### src/rtl/core/afr_pkg.sv
// ---------------------------------------------------------------------------
// afr_pkg
// Shared types and codes for the API frame receiver: word layouts, register
// indexes, frame status codes and the frame type codes it decodes.
// ---------------------------------------------------------------------------
package afr_pkg;

  localparam int MAX_FRAME_DEF = 128;
  localparam int CHANNELS      = 16;

  localparam int CFG_IDX_W  = 2;
  localparam int CFG_DATA_W = 16;

  localparam logic [CFG_IDX_W-1:0] CFG_DELIM = 2'd0;
  localparam logic [CFG_IDX_W-1:0] CFG_MASK  = 2'd1;
  localparam logic [CFG_IDX_W-1:0] CFG_DEFCH = 2'd2;

  localparam logic [2:0] ST_OK     = 3'd0;
  localparam logic [2:0] ST_SMALL  = 3'd1;
  localparam logic [2:0] ST_CKSUM  = 3'd2;
  localparam logic [2:0] ST_LARGE  = 3'd3;
  localparam logic [2:0] ST_SUBHDR = 3'd4;

  localparam logic [7:0] TY_MODEM  = 8'h8A;
  localparam logic [7:0] TY_RECV   = 8'h90;
  localparam logic [7:0] TY_EXRECV = 8'h91;
  localparam logic [7:0] TY_ATR    = 8'h88;
  localparam logic [7:0] TY_RATR   = 8'h97;
  localparam logic [7:0] TY_XSTAT  = 8'h8B;
  localparam logic [7:0] TY_NODE   = 8'h95;

  localparam logic [7:0] CKSUM_GOOD = 8'hFF;
  localparam logic [2:0] HDR_SHORT  = 3'd4;
  localparam logic [2:0] HDR_LONG   = 3'd5;

  typedef struct packed {
    logic       func;
    logic [7:0] rx_byte;
    logic [6:0] read_index;
  } in_word_t;

  typedef struct packed {
    logic       result_kind;
    logic [2:0] frame_status;
    logic [7:0] frame_type;
    logic [3:0] dest_channel;
    logic [6:0] payload_length;
    logic       response_error;
    logic       unknown_type;
    logic [7:0] retry_count;
    logic [7:0] read_data;
  } out_word_t;

  // header bytes of the frame being completed, with the last byte forwarded
  typedef struct packed {
    logic [7:0] len;
    logic [7:0] sum;
    logic [7:0] ftype;
    logic [7:0] id;
    logic [7:0] b7;
    logic [7:0] b8;
    logic [7:0] b17;
  } frm_info_t;

  typedef struct packed {
    logic [2:0] status;
    logic [3:0] chan;
    logic [6:0] plen;
    logic       err;
    logic       unk;
    logic [7:0] retry;
    logic [2:0] hdr_len;
  } frm_sum_t;

endpackage

### src/rtl/core/api_frame_receiver.sv
// ---------------------------------------------------------------------------
// api_frame_receiver
// Byte-serial parser for delimited, length-prefixed, checksummed API frames.
// ---------------------------------------------------------------------------
// Takes one word per cycle unless the output is stalled, serial byte or
// payload read alike, with no gaps. The frame store is a RAM with a
// registered read port, so each word passes one stage that waits for the read
// data and then the output register. Frame bytes are written to the store as
// they arrive; the header bytes needed for the final checks are also kept in
// registers, so a frame is judged on the cycle its last byte arrives. Payload
// reads see every byte written by earlier words.
// ---------------------------------------------------------------------------
module api_frame_receiver #(
  parameter int MAX_FRAME = afr_pkg::MAX_FRAME_DEF
) (
  input  logic                            clk,
  input  logic                            rst_n,
  input  logic                            in_valid,
  output logic                            in_ready,
  input  afr_pkg::in_word_t               in_data,
  output logic                            out_valid,
  input  logic                            out_ready,
  output afr_pkg::out_word_t              out_data,
  input  logic                            cfg_valid,
  output logic                            cfg_ready,
  input  logic [afr_pkg::CFG_IDX_W-1:0]   cfg_index,
  input  logic [afr_pkg::CFG_DATA_W-1:0]  cfg_data
);

  localparam int AW = $clog2(MAX_FRAME);
  localparam int FW = $clog2(MAX_FRAME + 1);

  // configuration
  logic [7:0]  delim_r;
  logic [15:0] mask_r;
  logic [3:0]  defch_r;

  // receive state
  logic [FW-1:0] fill_r, fill_nxt;
  logic [7:0]    sum_r, sum_nxt;
  logic [7:0]    exp_r, exp_nxt;
  logic [2:0]    hdr_r, hdr_nxt;
  logic [7:0]    b1_r, b2_r, b3_r, b4_r, b7_r, b8_r, b17_r;

  // result pipeline
  logic               s1_valid_r, s1_valid_nxt;
  afr_pkg::out_word_t s1_word_r, s1_word_nxt;
  logic               s1_rzero_r;
  logic               out_valid_r, out_valid_nxt;
  afr_pkg::out_word_t out_word_r, out_word_nxt;

  logic          s1_adv, in_acc, rx, rd, overfull, store;
  logic [7:0]    b;
  logic [FW-1:0] fill_inc;
  logic [16:0]   exp_full;
  logic          too_big, at5, past5, finish, reject_big;
  logic [7:0]    rd_idx;
  logic          rd_oob;
  logic [7:0]    ram_rdata;

  afr_pkg::frm_info_t info;
  afr_pkg::frm_sum_t  cls;

  assign cfg_ready = 1'b1;

  assign s1_adv   = s1_valid_r && (!out_valid_r || out_ready);
  assign in_ready = !s1_valid_r || s1_adv;
  assign in_acc   = in_valid && in_ready;
  assign rx       = in_acc && !in_data.func;
  assign rd       = in_acc && in_data.func;
  assign b        = in_data.rx_byte;

  assign overfull = fill_r >= FW'(MAX_FRAME);
  assign store    = rx && !overfull && ((fill_r != '0) || (b == delim_r));
  assign fill_inc = fill_r + FW'(1);

  assign exp_full = {1'b0, b1_r, b2_r} + 17'd4;
  assign too_big  = exp_full >= 17'(MAX_FRAME);
  assign at5      = fill_r == FW'(4);
  assign past5    = fill_r > FW'(4);

  // frame ends on the fifth byte at the earliest
  assign finish     = store && ((at5 && !too_big && (exp_full <= 17'd5)) ||
                                (past5 && (8'(fill_inc) >= exp_r)));
  assign reject_big = store && at5 && too_big;

  assign rd_idx = 8'(hdr_r) + 8'(in_data.read_index);
  assign rd_oob = rd_idx >= 8'(MAX_FRAME);

  // last byte of the frame may itself be one of the checked bytes
  always_comb begin
    info.len   = 8'(fill_inc);
    info.sum   = sum_nxt;
    info.ftype = b3_r;
    info.id    = at5 ? b : b4_r;
    info.b7    = (fill_r == FW'(7))  ? b : b7_r;
    info.b8    = (fill_r == FW'(8))  ? b : b8_r;
    info.b17   = (fill_r == FW'(17)) ? b : b17_r;
  end

  afr_classify u_classify (
    .info     (info),
    .reg_mask (mask_r),
    .def_chan (defch_r),
    .res      (cls)
  );

  afr_ram #(
    .WIDTH (8),
    .DEPTH (MAX_FRAME)
  ) u_store (
    .clk   (clk),
    .we    (store),
    .waddr (fill_r[AW-1:0]),
    .wdata (b),
    .re    (rd),
    .raddr (rd_idx[AW-1:0]),
    .rdata (ram_rdata)
  );

  always_comb begin
    fill_nxt = fill_r;
    sum_nxt  = sum_r;
    exp_nxt  = exp_r;
    hdr_nxt  = hdr_r;
    if (rx) begin
      if (overfull) begin
        fill_nxt = '0;
      end else if (store) begin
        fill_nxt = (finish || reject_big) ? '0 : fill_inc;
      end
    end
    if (store) begin
      if (fill_r == '0) begin
        sum_nxt = 8'd0;
      end else if (fill_r >= FW'(3)) begin
        sum_nxt = sum_r + b;
      end
    end
    if (store && at5) begin
      exp_nxt = exp_full[7:0];
    end
    if (finish) begin
      hdr_nxt = cls.hdr_len;
    end
  end

  always_comb begin
    s1_word_nxt = '0;
    if (rd) begin
      s1_word_nxt.result_kind = 1'b1;
    end else if (reject_big) begin
      s1_word_nxt.frame_status = afr_pkg::ST_LARGE;
      s1_word_nxt.frame_type   = b3_r;
    end else begin
      s1_word_nxt.frame_status   = cls.status;
      s1_word_nxt.frame_type     = b3_r;
      s1_word_nxt.dest_channel   = cls.chan;
      s1_word_nxt.payload_length = cls.plen;
      s1_word_nxt.response_error = cls.err;
      s1_word_nxt.unknown_type   = cls.unk;
      s1_word_nxt.retry_count    = cls.retry;
    end

    if (rd || finish || reject_big) begin
      s1_valid_nxt = 1'b1;
    end else if (s1_adv) begin
      s1_valid_nxt = 1'b0;
    end else begin
      s1_valid_nxt = s1_valid_r;
    end

    if (s1_adv) begin
      out_valid_nxt = 1'b1;
    end else if (out_ready) begin
      out_valid_nxt = 1'b0;
    end else begin
      out_valid_nxt = out_valid_r;
    end
  end

  // read data joins the word on its way to the output register
  always_comb begin
    out_word_nxt = s1_word_r;
    if (s1_word_r.result_kind && !s1_rzero_r) begin
      out_word_nxt.read_data = ram_rdata;
    end else begin
      out_word_nxt.read_data = 8'd0;
    end
  end

  always_ff @(posedge clk) begin
    if (!rst_n) begin
      delim_r     <= 8'h7E;
      mask_r      <= 16'h0001;
      defch_r     <= 4'd0;
      fill_r      <= '0;
      sum_r       <= 8'd0;
      exp_r       <= 8'd0;
      hdr_r       <= afr_pkg::HDR_LONG;
      s1_valid_r  <= 1'b0;
      out_valid_r <= 1'b0;
    end else begin
      if (cfg_valid) begin
        unique case (cfg_index)
          afr_pkg::CFG_DELIM: delim_r <= cfg_data[7:0];
          afr_pkg::CFG_MASK:  mask_r  <= cfg_data;
          afr_pkg::CFG_DEFCH: defch_r <= cfg_data[3:0];
          default: ;
        endcase
      end
      fill_r      <= fill_nxt;
      sum_r       <= sum_nxt;
      exp_r       <= exp_nxt;
      hdr_r       <= hdr_nxt;
      s1_valid_r  <= s1_valid_nxt;
      out_valid_r <= out_valid_nxt;
    end
  end

  // header byte copies and result payload
  always_ff @(posedge clk) begin
    if (store) begin
      unique case (fill_r)
        FW'(1):  b1_r  <= b;
        FW'(2):  b2_r  <= b;
        FW'(3):  b3_r  <= b;
        FW'(4):  b4_r  <= b;
        FW'(7):  b7_r  <= b;
        FW'(8):  b8_r  <= b;
        FW'(17): b17_r <= b;
        default: ;
      endcase
    end
    if (in_acc) begin
      s1_word_r  <= s1_word_nxt;
      s1_rzero_r <= rd_oob;
    end
    if (s1_adv) begin
      out_word_r <= out_word_nxt;
    end
  end

  assign out_valid = out_valid_r;
  assign out_data  = out_word_r;

endmodule

### src/rtl/core/afr_ram.sv
// ---------------------------------------------------------------------------
// afr_ram
// Generic single-write, single-read RAM with registered read data.
// ---------------------------------------------------------------------------
module afr_ram #(
  parameter int WIDTH = 8,
  parameter int DEPTH = 128
) (
  input  logic                     clk,
  input  logic                     we,
  input  logic [$clog2(DEPTH)-1:0] waddr,
  input  logic [WIDTH-1:0]         wdata,
  input  logic                     re,
  input  logic [$clog2(DEPTH)-1:0] raddr,
  output logic [WIDTH-1:0]         rdata
);

  logic [WIDTH-1:0] mem [DEPTH];
  logic [WIDTH-1:0] rdata_r;

  always_ff @(posedge clk) begin
    if (we) begin
      mem[waddr] <= wdata;
    end
    if (re) begin
      rdata_r <= mem[raddr];
    end
  end

  assign rdata = rdata_r;

endmodule

### src/rtl/core/afr_classify.sv
// ---------------------------------------------------------------------------
// afr_classify
// Final checks of a completed frame: size, checksum, sub-header length,
// type decode, status/retry extraction and delivery channel fallback.
// ---------------------------------------------------------------------------
module afr_classify (
  input  afr_pkg::frm_info_t info,
  input  logic [15:0]        reg_mask,
  input  logic [3:0]         def_chan,
  output afr_pkg::frm_sum_t  res
);

  logic [2:0] hdr;
  logic [7:0] minlen;
  logic       use_id;
  logic       unk;
  logic       err;
  logic [7:0] retry;
  logic       id_ok;
  logic [7:0] plen_full;

  always_comb begin
    hdr    = afr_pkg::HDR_LONG;
    minlen = 8'd0;
    use_id = 1'b0;
    unk    = 1'b0;
    err    = 1'b0;
    retry  = 8'd0;
    unique case (info.ftype)
      afr_pkg::TY_MODEM, afr_pkg::TY_RECV, afr_pkg::TY_EXRECV: begin
        hdr = afr_pkg::HDR_SHORT;
      end
      afr_pkg::TY_ATR: begin
        minlen = 8'd8;
        use_id = 1'b1;
        err    = info.b7 != 8'd0;
      end
      afr_pkg::TY_RATR: begin
        minlen = 8'd18;
        use_id = 1'b1;
        err    = info.b17 != 8'd0;
      end
      afr_pkg::TY_XSTAT: begin
        minlen = 8'd10;
        use_id = 1'b1;
        retry  = info.b7;
        err    = info.b8 != 8'd0;
      end
      afr_pkg::TY_NODE: begin
        use_id = 1'b1;
      end
      default: begin
        unk = 1'b1;
      end
    endcase

    id_ok     = use_id && (info.id < 8'(afr_pkg::CHANNELS)) && reg_mask[info.id[3:0]];
    plen_full = info.len - 8'(hdr) - 8'd1;

    res         = '0;
    res.hdr_len = hdr;
    priority if (info.len < 8'(hdr) + 8'd1) begin
      res.status = afr_pkg::ST_SMALL;
    end else if (info.sum != afr_pkg::CKSUM_GOOD) begin
      res.status = afr_pkg::ST_CKSUM;
    end else if (info.len < minlen) begin
      res.status = afr_pkg::ST_SUBHDR;
    end else begin
      res.status = afr_pkg::ST_OK;
      res.chan   = id_ok ? info.id[3:0] : def_chan;
      res.plen   = (plen_full > 8'd127) ? 7'd127 : plen_full[6:0];
      res.err    = err;
      res.unk    = unk;
      res.retry  = retry;
    end
  end

endmodule
### config.mk
export PLATFORM = sky130hd
export DESIGN_NAME = api_frame_receiver
export DESIGN_NICKNAME = d
export VERILOG_FILES = /design/src/rtl/core/afr_pkg.sv /design/src/rtl/core/api_frame_receiver.sv /design/src/rtl/core/afr_ram.sv /design/src/rtl/core/afr_classify.sv
export SDC_FILE = /design/constraint.sdc
export NUM_CORES = 1
export LEC_CHECK = 0
export BUFFER_PORTS_ARGS = -buffer_cell sky130_fd_sc_hd__clkbuf_2
export CAP_MARGIN = 20
export CORE_ASPECT_RATIO = 1.75
export CORE_MARGIN = 4
export CORE_UTILIZATION = 55
export DETAILED_ROUTE_END_ITERATION = 6
export MAX_ROUTING_LAYER = met4
export PLACE_DENSITY = 0.72
export SYNTH_ARGS = -nofsm -noshare
export SYNTH_HDL_FRONTEND = slang
export SYNTH_SLANG_ARGS = --single-unit
### constraint.sdc
create_clock -name clk -period 7.4 [get_ports clk]
set_clock_uncertainty 0.15 [all_clocks]
set_input_delay 1.85 -clock clk [delete_from_list [all_inputs] [get_ports clk]]
set_output_delay 1.85 -clock clk [all_outputs]
set_load 0.1 [all_outputs]
==> flow_metrics.env <==
export IMPL_first_pass_iters=5
export IMPL_grt_total_usage=0.250
export IMPL_gp_congestion=0.860
export IMPL_crit_type="in -> reg"
export IMPL_ys_types=79
export IMPL_grt_pass1_wl_microns=167000
export IMPL_slew_violations=0
export IMPL_netlist_area_sq_um=48800
export IMPL_crit_start="in_data[8]"
export IMPL_die_w_microns=233
export IMPL_start_kind="input port"
export IMPL_synth_edf_count=1163
export IMPL_first_global_vias=25000
export IMPL_numCtsBuffers=100
export IMPL_post_cts_buffers=0
export IMPL_clock_sinks=1218
export IMPL_num_io_pins=83
export IMPL_io_buffers=81
export IMPL_slew_headroom=0.238
export IMPL_p_leak_nw=17.2
export IMPL_viasPerCell=6.28
export IMPL_synth_nets=2515
export IMPL_antenna_found_initial=2
export IMPL_finalHoldWorstSlack_ps=274
export IMPL_fin_tns_setup_ps=0
export IMPL_die_height_microns=402
export IMPL_tightest_slew_ps=1140
export IMPL_cts_resized=0
export IMPL_grt_max_degree=107
export IMPL_area_delta_synth_final_pct=10.9
export IMPL_max_clock_freq_mhz=176
export IMPL_drive_gt1_frac=0.258
export IMPL_grt_setup_unrepaired="false"
export IMPL_tritoncts="yes"
export IMPL_first_iter_violations=2301
export IMPL_synth_top_cells_by_area="edfxtp_1 (72%), mux4_2 (15%), dfxtp_1 (2.3%), nor2_1 (1.3%), nand2_1 (0.93%)"
export IMPL_htree_levels=3
export IMPL_wirelength_microns=111000
export IMPL_yosys_top_cells_count="edfxtp_1 (1163), mux4_2 (336), nor2_1 (172), nand2_1 (121), clkbuf_1 (68)"
export IMPL_status="complete, no violations"
export IMPL_crit_path_end_kind="register"
export IMPL_synth_top_cell_by_area="edfxtp_1"
export IMPL_yosys_warnings=0
export IMPL_peakVddDrop_mv=0.249
export IMPL_fin_util=0.615
export IMPL_postCtsHoldBufs=0
export IMPL_reg2reg_depth=7
export IMPL_reg2reg_from="fill_r[2]"
export IMPL_wl_met2_microns=61000
export IMPL_clk_latency_ps=710
export IMPL_period_minus_slack_ps=5700
export IMPL_top_layer="met4"
export IMPL_wl_met1_microns=39600
export IMPL_r2r_end="out_word_nxt[9]"
export IMPL_arrival_ps=6040
export IMPL_start_util=0.554
export IMPL_vias=24000
export IMPL_hold_violations=0
export IMPL_met3_length_microns=7070
export IMPL_cts_buffer_depth=3
export IMPL_min_path_type="reg -> reg"
export IMPL_synth_seq_cells=1218
export IMPL_drt_antenna_violating_nets=0
export IMPL_post_drt_wl_per_cell_microns=29.2
export IMPL_rows=144
export IMPL_cp_endpoint="out_word_nxt[9]"
export IMPL_cts_root_buf="clkbuf_16"
export IMPL_fin_crit_sh=0.770
export IMPL_synth_seq_area_share=0.738
export IMPL_maxCapViolCount=0
export IMPL_remaining_drc_errors=0
export IMPL_cts_clk_slew_worst_paths_ps=60
export IMPL_coreArea_sq_um=88100
export IMPL_place_hpwl_microns=70800
export IMPL_dieArea_sq_um=93800
export IMPL_critPathMaxFanout=63
export IMPL_required_ps=7740
export IMPL_async_flop_share=0
export IMPL_setup_viol=0
export IMPL_power_density_nw_per_um2=258
export IMPL_r2r_setup_slack_ps=2500
export IMPL_layout_nets=2625
export IMPL_yosysMostFrequentCell="edfxtp_1"
export IMPL_yosysTopAreaCellShare=0.715
export IMPL_syn_inst=2446
export IMPL_synth_avg_cell_area_sq_um=20.0
export IMPL_gr_total_overflow=0
export IMPL_synthFlopType="edfxtp_1"
power breakdown:
part	internal [mW]	switching, mW	total, mW
Clock	3.03	2.44	5.47
Combinational	0.378	0.543	0.921
Sequential	7.56	0.0125	7.58
how the worst min path moves through the flow:
stage                     startpoint           end  slack [ps]  depth (start not counted)
finish              out_word_nxt[39]  out_data[39]         270                          0
global route        out_word_nxt[29]  out_data[29]         270                          0
CTS                 out_word_nxt[12]  out_data[12]         270                          0
detailed placement  out_word_nxt[12]  out_data[12]         250                          0
global placement    out_word_nxt[30]  out_data[30]         260                          0
floorplan           out_word_nxt[10]  out_data[10]         250                          0
critical path, stage by stage:
cell and delay, ps:
buf_4 560, inv_1 330, fa_1 520, nand2b_1 180, a211oi_1 250, o22ai_1 150
mux2i_1 160, a222oi_1 370, a21boi_1 340, nand3_1 740, nor3b_1 500
sequential cells by signal (all words and copies together) (netlist names), 16 cells and up:
signal / flops
u_store.mem: 1024
out_data: 41
out_word_nxt: 33
mask_r: 16
per-stage QoR:
step                setup slack, ps  cells  total power [mW]  area [sq um]
detailed placement             1030   3621              8.66         50700
CTS                            1770   3811              14.0         54100
floorplan                       936   2446              8.28         48800
finish                         1700   3813              14.0         54100
global placement               1010   3617              8.64         50700
global route                   1550   3813              14.4         54100
layout by cell type (no fill, tap or decap), types with 11 or more instances in the layout:
cell type | Yosys | layout
nand2_1 | 121 | 121
nand3_1 | 35 | 33
nor2b_1 | 28 | 27
clkbuf_16 | 0 | 103
buf_4 | 4 | 45
mux2i_1 | 28 | 28
inv_1 | 36 | 36
clkbuf_2 | 0 | 73
clkinv_2 | 0 | 15
nand2b_1 | 14 | 14
and2_1 | 11 | 11
o21ai_0 | 18 | 18
edfxtp_1 | 1163 | 1163
clkbuf_1 | 68 | 22
mux2_2 | 28 | 28
xor2_1 | 17 | 16
nor2_1 | 172 | 171
a21boi_0 | 18 | 18
dfxtp_1 | 55 | 55
clkinv_1 | 0 | 15
a21oi_1 | 29 | 29
mux4_2 | 336 | 336
bufinv_16 | 0 | 11
nor4_1 | 11 | 11
ha_1 | 29 | 27
xnor2_1 | 18 | 15
nor3_1 | 17 | 17
final cells by class:
type	count	area, sq um
sequential	1218	36000
clock buffer	131	2740
tap	1168	1460
inverter	36	135
antenna	1	2.50
timing repair buffer	128	878
multi-input combinational	1072	12200
clock inverter	59	667
fill	6009	34000
layer usage:
layer	vias to the layer above	track usage
li1	10200	-
met1	12600	0.306
met2	990	0.429
met3	192	0.0394
met4	0	0.0801
met5	-	-
cells by family (layout without fill, tap and decap cells):
| family | Yosys count | in the layout | share of synthesized area |
|---|---|---|---|
| compound gates | 136 | 136 | 0.0200 |
| xor+xnor | 35 | 35 | 0.00628 |
| fa+ha+maj | 30 | 30 | 0.00784 |
| buf+inv | 156 | 354 | 0.0136 |
| flops | 1218 | 1218 | 0.738 |
| mux | 394 | 394 | 0.168 |
| other cells | 1 | 2 | 0.0000768 |
| simple gates | 476 | 476 | 0.0470 |
No activity file was read; power rests on OpenSTA's default activity.
